<file path="src/lmtc_pkg.sv">
package lmtc_pkg;

  // fixed field and register widths
  localparam int SAMPLE_W   = 8;
  localparam int SLOT_W     = 2;
  localparam int SCALE_W    = 10;
  localparam int GAIN_W     = 11;
  localparam int ACC_W      = 20;
  localparam int WPROD_W    = SAMPLE_W + SCALE_W;
  localparam int PROD_W     = 31;
  localparam int MUL_A_W    = PROD_W - 8;
  localparam int MUL_W      = MUL_A_W + GAIN_W;
  localparam int QUO_W      = 8;
  localparam int REM_W      = PROD_W + 1;
  localparam int CFG_IDX_W  = 3;
  localparam int CFG_DATA_W = GAIN_W;
  localparam int IN_DATA_W  = 24;
  localparam int IN_USER_W  = 3;
  localparam int OUT_DATA_W = 32;
  localparam int CHANNELS   = 3;
  localparam int DIV_STEPS  = QUO_W;

  localparam logic [ACC_W-1:0]   FULL_LEVEL = ACC_W'(255 << 8);
  localparam logic [PROD_W-1:0]  LIMIT      = PROD_W'((255 << 16) + (1 << 15));
  localparam logic [7:0]         BYTE_MAX   = 8'd255;

  // register map
  localparam logic [CFG_IDX_W-1:0] REG_OUTPUT_SCALE  = 3'd4;
  localparam logic [CFG_IDX_W-1:0] REG_FULLBRIGHT    = 3'd5;
  localparam logic [CFG_IDX_W-1:0] REG_INVERT_OUTPUT = 3'd6;
  localparam logic [CFG_IDX_W-1:0] REG_SWAP_RED_BLUE = 3'd7;

  typedef enum logic {
    MUL_GAIN   = 1'b0,
    MUL_RENORM = 1'b1
  } mul_mode_t;

  typedef struct packed {
    logic      accum;
    logic      start;
    logic      mul;
    mul_mode_t mode;
    logic [1:0] ch;
    logic      div_init;
    logic      div_step;
    logic      load_out;
  } cmd_t;

  typedef struct packed {
    logic over;
    logic out_free;
  } status_t;

endpackage

</file>
<file path="src/lmtc_ctrl.sv">
module lmtc_ctrl (
  input  logic             clk,
  input  logic             rst,
  input  logic             in_fire,
  input  logic             in_last,
  input  lmtc_pkg::status_t status,
  output logic             in_ready,
  output lmtc_pkg::cmd_t   cmd
);

  typedef enum logic [2:0] {
    IDLE,
    GAIN,
    CHECK,
    DIV,
    RENORM,
    EMIT
  } state_t;

  state_t state;
  logic [1:0] ch;
  logic [$clog2(lmtc_pkg::DIV_STEPS)-1:0] cnt;

  localparam logic [1:0] LAST_CH = 2'(lmtc_pkg::CHANNELS - 1);
  localparam logic [$clog2(lmtc_pkg::DIV_STEPS)-1:0] LAST_STEP =
    ($clog2(lmtc_pkg::DIV_STEPS))'(lmtc_pkg::DIV_STEPS - 1);

  assign in_ready = (state == IDLE);

  always_comb begin
    cmd          = '0;
    cmd.ch       = ch;
    cmd.accum    = in_fire;
    cmd.start    = in_fire && in_last;
    cmd.mode     = (state == RENORM) ? lmtc_pkg::MUL_RENORM : lmtc_pkg::MUL_GAIN;
    cmd.mul      = (state == GAIN) || (state == RENORM);
    cmd.div_init = (state == CHECK) && status.over;
    cmd.div_step = (state == DIV);
    cmd.load_out = (state == EMIT) && status.out_free;
  end

  always_ff @(posedge clk) begin
    if (rst) begin
      state <= IDLE;
      ch    <= '0;
      cnt   <= '0;
    end else begin
      case (state)
        IDLE: begin
          if (in_fire && in_last) begin
            state <= GAIN;
            ch    <= '0;
          end
        end
        GAIN: begin
          if (ch == LAST_CH) begin
            state <= CHECK;
          end
          ch <= ch + 2'd1;
        end
        CHECK: begin
          if (status.over) begin
            state <= DIV;
            cnt   <= '0;
          end else begin
            state <= EMIT;
          end
        end
        DIV: begin
          if (cnt == LAST_STEP) begin
            state <= RENORM;
            ch    <= '0;
          end
          cnt <= cnt + 1'b1;
        end
        RENORM: begin
          if (ch == LAST_CH) begin
            state <= EMIT;
          end
          ch <= ch + 2'd1;
        end
        EMIT: begin
          if (status.out_free) begin
            state <= IDLE;
          end
        end
        default: begin
          state <= IDLE;
        end
      endcase
    end
  end

endmodule

</file>
<file path="src/lmtc_datapath.sv">
module lmtc_datapath #(
  parameter int STYLE_SLOTS = 4
) (
  input  logic                               clk,
  input  logic                               rst,
  input  logic [lmtc_pkg::IN_DATA_W-1:0]     in_data,
  input  logic [lmtc_pkg::IN_USER_W-1:0]     in_user,
  input  logic                               cfg_we,
  input  logic [lmtc_pkg::CFG_IDX_W-1:0]     cfg_index,
  input  logic [lmtc_pkg::CFG_DATA_W-1:0]    cfg_data,
  input  lmtc_pkg::cmd_t                     cmd,
  output lmtc_pkg::status_t                  status,
  output logic                               out_valid,
  input  logic                               out_ready,
  output logic [lmtc_pkg::OUT_DATA_W-1:0]    out_data
);

  localparam int AW = lmtc_pkg::ACC_W;
  localparam int PW = lmtc_pkg::PROD_W;

  // configuration
  logic [lmtc_pkg::SCALE_W-1:0] style_scale [STYLE_SLOTS];
  logic [lmtc_pkg::GAIN_W-1:0]  output_scale;
  logic                         fullbright;
  logic                         invert_output;
  logic                         swap_red_blue;

  logic [AW-1:0]    acc [lmtc_pkg::CHANNELS];
  logic [PW-1:0]    prod [lmtc_pkg::CHANNELS];
  logic [PW-1:0]    max_prod;
  logic [lmtc_pkg::REM_W-1:0] rem;
  logic [lmtc_pkg::QUO_W-1:0] quo;

  logic [lmtc_pkg::SLOT_W-1:0]  slot;
  logic                         has_sample;
  logic                         slot_ok;
  logic [lmtc_pkg::SCALE_W-1:0] weight;
  logic                         add_en;
  logic [lmtc_pkg::SAMPLE_W-1:0] sample [lmtc_pkg::CHANNELS];
  logic [AW-1:0]                acc_next [lmtc_pkg::CHANNELS];

  logic [lmtc_pkg::MUL_A_W-1:0] mul_a;
  logic [lmtc_pkg::GAIN_W-1:0]  mul_b;
  logic [lmtc_pkg::MUL_W-1:0]   mul_full;
  logic [PW-1:0]                mul_out;
  logic [AW-1:0]                acc_sel;
  logic [PW-1:0]                prod_sel;
  logic [lmtc_pkg::REM_W-1:0]   rem_shift;
  logic                         rem_ge;
  logic [7:0]                   chan_byte [lmtc_pkg::CHANNELS];

  assign slot       = in_user[lmtc_pkg::SLOT_W-1:0];
  assign has_sample = in_user[lmtc_pkg::SLOT_W];
  assign slot_ok    = {1'b0, slot} < 3'(STYLE_SLOTS);
  assign add_en     = has_sample && !fullbright && slot_ok;

  always_comb begin
    weight = '0;
    for (int i = 0; i < STYLE_SLOTS; i++) begin
      if (slot == lmtc_pkg::SLOT_W'(i)) begin
        weight = style_scale[i];
      end
    end
  end

  // weighted add with saturation, one lane per channel
  always_comb begin
    logic [lmtc_pkg::WPROD_W-1:0] wprod;
    logic [AW:0]                  sum;
    for (int c = 0; c < lmtc_pkg::CHANNELS; c++) begin
      sample[c] = in_data[c*lmtc_pkg::SAMPLE_W +: lmtc_pkg::SAMPLE_W];
      wprod     = sample[c] * weight;
      sum       = {1'b0, acc[c]} + (AW+1)'(wprod);
      acc_next[c] = sum[AW] ? {AW{1'b1}} : sum[AW-1:0];
    end
  end

  always_comb begin
    case (cmd.ch)
      2'd0:    begin acc_sel = acc[0]; prod_sel = prod[0]; end
      2'd1:    begin acc_sel = acc[1]; prod_sel = prod[1]; end
      2'd2:    begin acc_sel = acc[2]; prod_sel = prod[2]; end
      default: begin acc_sel = acc[0]; prod_sel = prod[0]; end
    endcase
  end

  // shared multiplier: gain pass, then renormalize pass
  always_comb begin
    if (cmd.mode == lmtc_pkg::MUL_RENORM) begin
      mul_a = prod_sel[PW-1:8];
      mul_b = lmtc_pkg::GAIN_W'(quo);
    end else begin
      mul_a = lmtc_pkg::MUL_A_W'(fullbright ? lmtc_pkg::FULL_LEVEL : acc_sel);
      mul_b = output_scale;
    end
    mul_full = mul_a * mul_b;
    mul_out  = mul_full[PW-1:0];
  end

  // restoring divide: limit << 8 over the largest product, one bit per step
  assign rem_shift = {rem[lmtc_pkg::REM_W-2:0], 1'b0};
  assign rem_ge    = rem_shift >= {1'b0, max_prod};

  assign status.over     = max_prod > lmtc_pkg::LIMIT;
  assign status.out_free = !out_valid || out_ready;

  always_comb begin
    for (int c = 0; c < lmtc_pkg::CHANNELS; c++) begin
      chan_byte[c] = invert_output ? (lmtc_pkg::BYTE_MAX - prod[c][23:16]) : prod[c][23:16];
    end
  end

  always_ff @(posedge clk) begin
    if (rst) begin
      for (int i = 0; i < STYLE_SLOTS; i++) begin
        style_scale[i] <= lmtc_pkg::SCALE_W'(256);
      end
      output_scale  <= lmtc_pkg::GAIN_W'(512);
      fullbright    <= 1'b0;
      invert_output <= 1'b1;
      swap_red_blue <= 1'b0;
    end else if (cfg_we) begin
      for (int i = 0; i < STYLE_SLOTS; i++) begin
        if (cfg_index == lmtc_pkg::CFG_IDX_W'(i)) begin
          style_scale[i] <= cfg_data[lmtc_pkg::SCALE_W-1:0];
        end
      end
      case (cfg_index)
        lmtc_pkg::REG_OUTPUT_SCALE:  output_scale  <= cfg_data;
        lmtc_pkg::REG_FULLBRIGHT:    fullbright    <= cfg_data[0];
        lmtc_pkg::REG_INVERT_OUTPUT: invert_output <= cfg_data[0];
        lmtc_pkg::REG_SWAP_RED_BLUE: swap_red_blue <= cfg_data[0];
        default: ;
      endcase
    end
  end

  always_ff @(posedge clk) begin
    if (rst) begin
      for (int c = 0; c < lmtc_pkg::CHANNELS; c++) begin
        acc[c] <= '0;
      end
      out_valid <= 1'b0;
    end else begin
      if (cmd.load_out) begin
        for (int c = 0; c < lmtc_pkg::CHANNELS; c++) begin
          acc[c] <= '0;
        end
      end else if (cmd.accum && add_en) begin
        for (int c = 0; c < lmtc_pkg::CHANNELS; c++) begin
          acc[c] <= acc_next[c];
        end
      end
      if (cmd.load_out) begin
        out_valid <= 1'b1;
      end else if (out_ready) begin
        out_valid <= 1'b0;
      end
    end
  end

  always_ff @(posedge clk) begin
    if (cmd.start) begin
      max_prod <= '0;
    end else if (cmd.mul && cmd.mode == lmtc_pkg::MUL_GAIN && mul_out > max_prod) begin
      max_prod <= mul_out;
    end
    if (cmd.mul) begin
      case (cmd.ch)
        2'd0:    prod[0] <= mul_out;
        2'd1:    prod[1] <= mul_out;
        2'd2:    prod[2] <= mul_out;
        default: ;
      endcase
    end
    if (cmd.div_init) begin
      rem <= lmtc_pkg::REM_W'(lmtc_pkg::LIMIT);
      quo <= '0;
    end else if (cmd.div_step) begin
      rem <= rem_ge ? (rem_shift - {1'b0, max_prod}) : rem_shift;
      quo <= {quo[lmtc_pkg::QUO_W-2:0], rem_ge};
    end
    if (cmd.load_out) begin
      out_data <= {lmtc_pkg::BYTE_MAX,
                   swap_red_blue ? chan_byte[0] : chan_byte[2],
                   chan_byte[1],
                   swap_red_blue ? chan_byte[2] : chan_byte[0]};
    end
  end

endmodule

</file>
<file path="src/lightmap_texel_combine.sv">
// Lightmap texel combine: each input word carries one light style's RGB sample, which is
// weighted by that style's 2.8 scale and added into saturating 20-bit accumulators; the
// word with tlast closes the texel and yields one RGBA output word (alpha 255), after the
// output gain, a hue-keeping renormalize when the brightest channel passes the limit, and
// optional inversion and red/blue swap. For the closing word the three channels go one
// after another through a single shared multiplier for the gain; when a renormalize is
// needed, an 8-step restoring divider then forms the shared reciprocal and the multiplier
// makes a second pass. Input is held off only while a texel is being finished or its word
// cannot yet enter the output register; a new texel may stream in while the previous word
// waits there. Configuration is written through cfg_we/cfg_index/cfg_data; the user must
// do so only while the block is idle, and the block itself does not enforce it.
module lightmap_texel_combine #(
  parameter int STYLE_SLOTS = 4
) (
  input  logic                            clk,
  input  logic                            rst,
  input  logic                            s_axis_tvalid,
  output logic                            s_axis_tready,
  // sample_red, sample_green, sample_blue
  input  logic [lmtc_pkg::IN_DATA_W-1:0]  s_axis_tdata,
  // style_slot, has_sample
  input  logic [lmtc_pkg::IN_USER_W-1:0]  s_axis_tuser,
  input  logic                            s_axis_tlast,
  output logic                            m_axis_tvalid,
  input  logic                            m_axis_tready,
  // byte_zero, byte_one, byte_two, alpha_byte
  output logic [lmtc_pkg::OUT_DATA_W-1:0] m_axis_tdata,
  input  logic                            cfg_we,
  input  logic [lmtc_pkg::CFG_IDX_W-1:0]  cfg_index,
  input  logic [lmtc_pkg::CFG_DATA_W-1:0] cfg_data
);

  lmtc_pkg::cmd_t    cmd;
  lmtc_pkg::status_t status;
  logic              in_fire;

  assign in_fire = s_axis_tvalid && s_axis_tready;

  lmtc_ctrl u_ctrl (
    .clk      (clk),
    .rst      (rst),
    .in_fire  (in_fire),
    .in_last  (s_axis_tlast),
    .status   (status),
    .in_ready (s_axis_tready),
    .cmd      (cmd)
  );

  lmtc_datapath #(
    .STYLE_SLOTS (STYLE_SLOTS)
  ) u_datapath (
    .clk       (clk),
    .rst       (rst),
    .in_data   (s_axis_tdata),
    .in_user   (s_axis_tuser),
    .cfg_we    (cfg_we),
    .cfg_index (cfg_index),
    .cfg_data  (cfg_data),
    .cmd       (cmd),
    .status    (status),
    .out_valid (m_axis_tvalid),
    .out_ready (m_axis_tready),
    .out_data  (m_axis_tdata)
  );

endmodule
</file>
<file path="config.mk">
export PLATFORM = sky130hd
export DESIGN_NAME = lightmap_texel_combine
export DESIGN_NICKNAME = d
export VERILOG_FILES = /design/src/lmtc_pkg.sv /design/src/lmtc_ctrl.sv /design/src/lmtc_datapath.sv /design/src/lightmap_texel_combine.sv
export SDC_FILE = /design/constraint.sdc
export NUM_CORES = 2
export LEC_CHECK = 0
export BUFFER_PORTS_ARGS = -buffer_cell sky130_fd_sc_hd__buf_4
export CAP_MARGIN = 20
export CORE_ASPECT_RATIO = 0.9
export CORE_UTILIZATION = 25
export CTS_CLUSTER_SIZE = 12
export DETAILED_ROUTE_END_ITERATION = 8
export SLEW_MARGIN = 20
export SYNTH_ARGS = -nofsm -noshare
export SYNTH_HDL_FRONTEND = slang
export SYNTH_SLANG_ARGS = --single-unit
export TNS_END_PERCENT = 10
</file>
<file path="constraint.sdc">
create_clock -name clk -period 9.85 [get_ports clk]
set_clock_uncertainty 0.05 [all_clocks]
set_input_delay 0.985 -clock clk [delete_from_list [all_inputs] [get_ports clk]]
set_output_delay 0.985 -clock clk [all_outputs]
set_load 0.01 [all_outputs]
</file>
==> results.json <==
{
  "die_h_um": 336,
  "crit_slowest_cell": "a21oi_2",
  "grt_pass1_wl_mm": 135,
  "antenna_found_initial": 0,
  "required_ns": 10.20,
  "final_hold_viol_count": 0,
  "netlist_top_cells_count": "486 x inv_1, 446 x nand2_1, 379 x fa_1",
  "hpwl_mm": 66.1,
  "grt_pass1_vias": 23600,
  "fin_crit_sh": 0.960,
  "drtIter0Drc": 1596,
  "clock_path_buffers": 3,
  "die_w_um": 373,
  "slew_viol_final": 0,
  "post_drt_wl_per_cell_um": 16.8,
  "io_pins": 81,
  "min_period_ns": 9.46,
  "drc": 0,
  "synth.distinct_cells": 78,
  "start_kind": "flop",
  "ys_ff_latch": 286,
  "max_slew_margin": 0.345,
  "outcome": "finished, final reports clean",
  "fmax_mhz": 106,
  "cts_tree": "built",
  "worstMarginPinSlew_ns": 0.982,
  "area_growth_pct": 12.5,
  "gr-total-overflow": 0,
  "finalSetupViolCount": 0,
  "place.gp.congestion": 0.924,
  "netlist.area_leader.share": 0.245,
  "holdCritPathClass": "flop to flop",
  "timing.final.ws_setup_ns": 0.394,
  "path_buf_inv": 5,
  "worstPathMaxFanout": 25,
  "ir_worst_vdd_uv": 260,
  "clock_sinks": 286,
  "pre_cts_ws_ns": 0.226,
  "drt-total-wl_mm": 84.0,
  "nNetsFinal": 4048,
  "drtPass1Iterations": 6,
  "start_util": 0.252,
  "drv_cap": 0,
  "tns_ns": 0,
  "max_stage_delay_ns": 0.72,
  "worst_path_dominant_cell_family": "adder cells",
  "cts_buffers": 34,
  "power-per-cell-area_nw_per_um2": 348,
  "clkLatencyLatePin_ns": 0.53,
  "via_count": 23200,
  "comb_power_share": 0.737,
  "h-tree-depth": 2,
  "rsz0062_at_grt": "false",
  "cts-root-buf": "clkbuf_16",
  "crit_type": "flop to flop",
  "die_area_um2": 125000,
  "antennaDiodeCount": 0,
  "path_common_cell": "fa_1",
  "endpoint_kind": "flop",
  "p_int_mw": 6.04,
  "drive_gt1_frac": 0.0769,
  "num_rows": 122,
  "ys_async_sr_fraction": 0,
  "vias_per_cell": 4.64,
  "synthCells": 3294,
  "power_frac_seq": 0.162,
  "ant_nets": 0,
  "final_cell_area_um2": 34800,
  "clkTransAtPathRegs_ns": 0.06,
  "leakagePower_nw": 15.3,
  "synth-main-ff-cell": "edfxtp_1",
  "postPlaceCellArea_um2": 33700,
  "synth_edf_count": 193,
  "synth.area.top_cells": "fa_1 25%, edfxtp_1 19%, ha_1 10%, dfxtp_1 6.0%, inv_1 5.9%",
  "p_sw_frac": 0.501,
  "yosysMostFrequentCell": "inv_1",
  "ys_warn_count": 0,
  "switching_power_mw": 6.06,
  "syn_area_um2": 30900,
  "port_buffers": 72,
  "clkPwrFrac": 0.101,
  "worstPathArrival_ns": 9.81,
  "grt_start_max_net_pins": 61,
  "grt_usage": 0.135,
  "synth_largest_area_cell": "fa_1",
  "yosysSeqAreaShare": 0.248,
  "postCtsHoldBufs": 0,
  "coreArea_um2": 123000,
  "syn_area_per_cell_um2": 9.39
}
## layout by cell type, fill, tap and decap left out, types with 8 or more instances in the layout
cell / netlist / routed
inv_1: 486 / 486
nand2_1: 446 / 445
fa_1: 379 / 379
ha_1: 254 / 251
and2_1: 218 / 218
edfxtp_1: 193 / 193
nor2_1: 183 / 183
a21oi_1: 182 / 182
buf_4: 9 / 166
o21ai_0: 113 / 113
dfxtp_1: 93 / 93
xnor2_1: 67 / 67
mux2i_1: 59 / 59
a21o_1: 54 / 54
xor2_1: 49 / 49
a22oi_1: 47 / 47
clkbuf_16: 0 / 35
a211oi_1: 31 / 31
nor2b_1: 26 / 26
nand3_1: 24 / 24
nand2b_1: 19 / 19
o21a_1: 15 / 15
nor3_1: 16 / 15
nand4_1: 14 / 14
and3_1: 14 / 13
o21bai_1: 12 / 12
nor4_1: 12 / 12
clkbuf_1: 96 / 12
conb_1: 1 / 11
a31oi_1: 10 / 10
mux4_2: 10 / 10
or3_1: 8 / 8
## worst register-to-register path, delay by kind of cell (launching register included)
family          cells  cell delay (ns)
buf+inv             5             0.71
mux                 1             0.27
xor+xnor            1             0.23
compound gates     10             3.09
fa+ha+maj           8             3.92
simple gates        6             0.72
flops               1             0.38
## stage by stage
stage                     cells  power, mW  utilization  hold WS, ns
after floorplan            3304       8.18            -        0.387
after global placement     4936       10.7        0.274        0.407
after detailed placement   4936       10.7        0.274        0.420
after CTS                  4998       12.1        0.283        0.429
after global routing       5006       13.3        0.283        0.451
final                      5006       12.1        0.283        0.427
## power groups by stage
stage / logic (mW) / clock network (mW) / registers, mW
final: 8.92 / 1.22 / 1.96
after global placement: 8.71 / 0 / 1.98
after detailed placement: 8.76 / 0 / 1.98
after floorplan: 6.34 / 0 / 1.84
after CTS: 8.88 / 1.24 / 1.95
after global routing: 10.0 / 1.29 / 1.98
## layout make-up
cell class | count | area (um^2)
clock buffer | 48 | 935
inverter | 486 | 1820
timing repair buffer | 169 | 1310
tap | 1612 | 2020
multi-input combinational | 2391 | 21000
sequential | 286 | 7660
clock inverter | 14 | 109
fill | 12900 | 88100
## registers in the layout, summed over array words and instances, names as in the netlist, 3 cells and up
| register | flops |
|---|---|
| u_datapath.prod | 69 |
| u_datapath.acc | 60 |
| u_datapath.style_scale | 40 |
| u_datapath.max_prod | 31 |
| u_datapath.rem | 31 |
| u_datapath.out_data | 24 |
| u_datapath.output_scale | 11 |
| u_datapath.quo | 8 |
| u_ctrl.cnt | 3 |
| u_ctrl.state | 3 |
## kinds of logic (layout without fill, tap and decap cells)
kind of cell	count (synthesis)	in the layout	share of synthesized area
AO/OA/AOI/OAI	555	556	0.115
XOR/XNOR	116	116	0.0328
adder cells (fa/ha/maj)	633	633	0.348
buffers and inverters	628	717	0.0778
flip-flops	286	286	0.248
multiplexers	71	71	0.0271
other	1	11	0.000121
AND/OR/NAND/NOR	1004	1004	0.152
## path summary, 6_finish.rpt
check                                           startpoint                          to  slack [ns]  cells after the start
worst max register to register                u_ctrl.ch[0]     u_datapath.max_prod[16]        0.39                     31
worst min register to register  u_datapath.output_scale[2]  u_datapath.output_scale[2]        0.43                      2
worst min-delay path            u_datapath.output_scale[2]  u_datapath.output_scale[2]        0.43                      2
worst max-delay path                          u_ctrl.ch[0]     u_datapath.max_prod[16]        0.39                     31
## layer usage
metal | global-route usage | wire, um | share of wire
met1 | 0.195 | 40300 | 0.48
met4 | 0.0311 | 1830 | 0.022
met2 | 0.208 | 36300 | 0.43
met5 | 0 | 0 | 0
met3 | 0.0240 | 5580 | 0.066
## timing repair
item                                    CTS  global route
resized for setup                         0             2
buffers inserted                          0             7
endpoints found under the setup margin    0            31
Power figures use the tool's default switching activity.
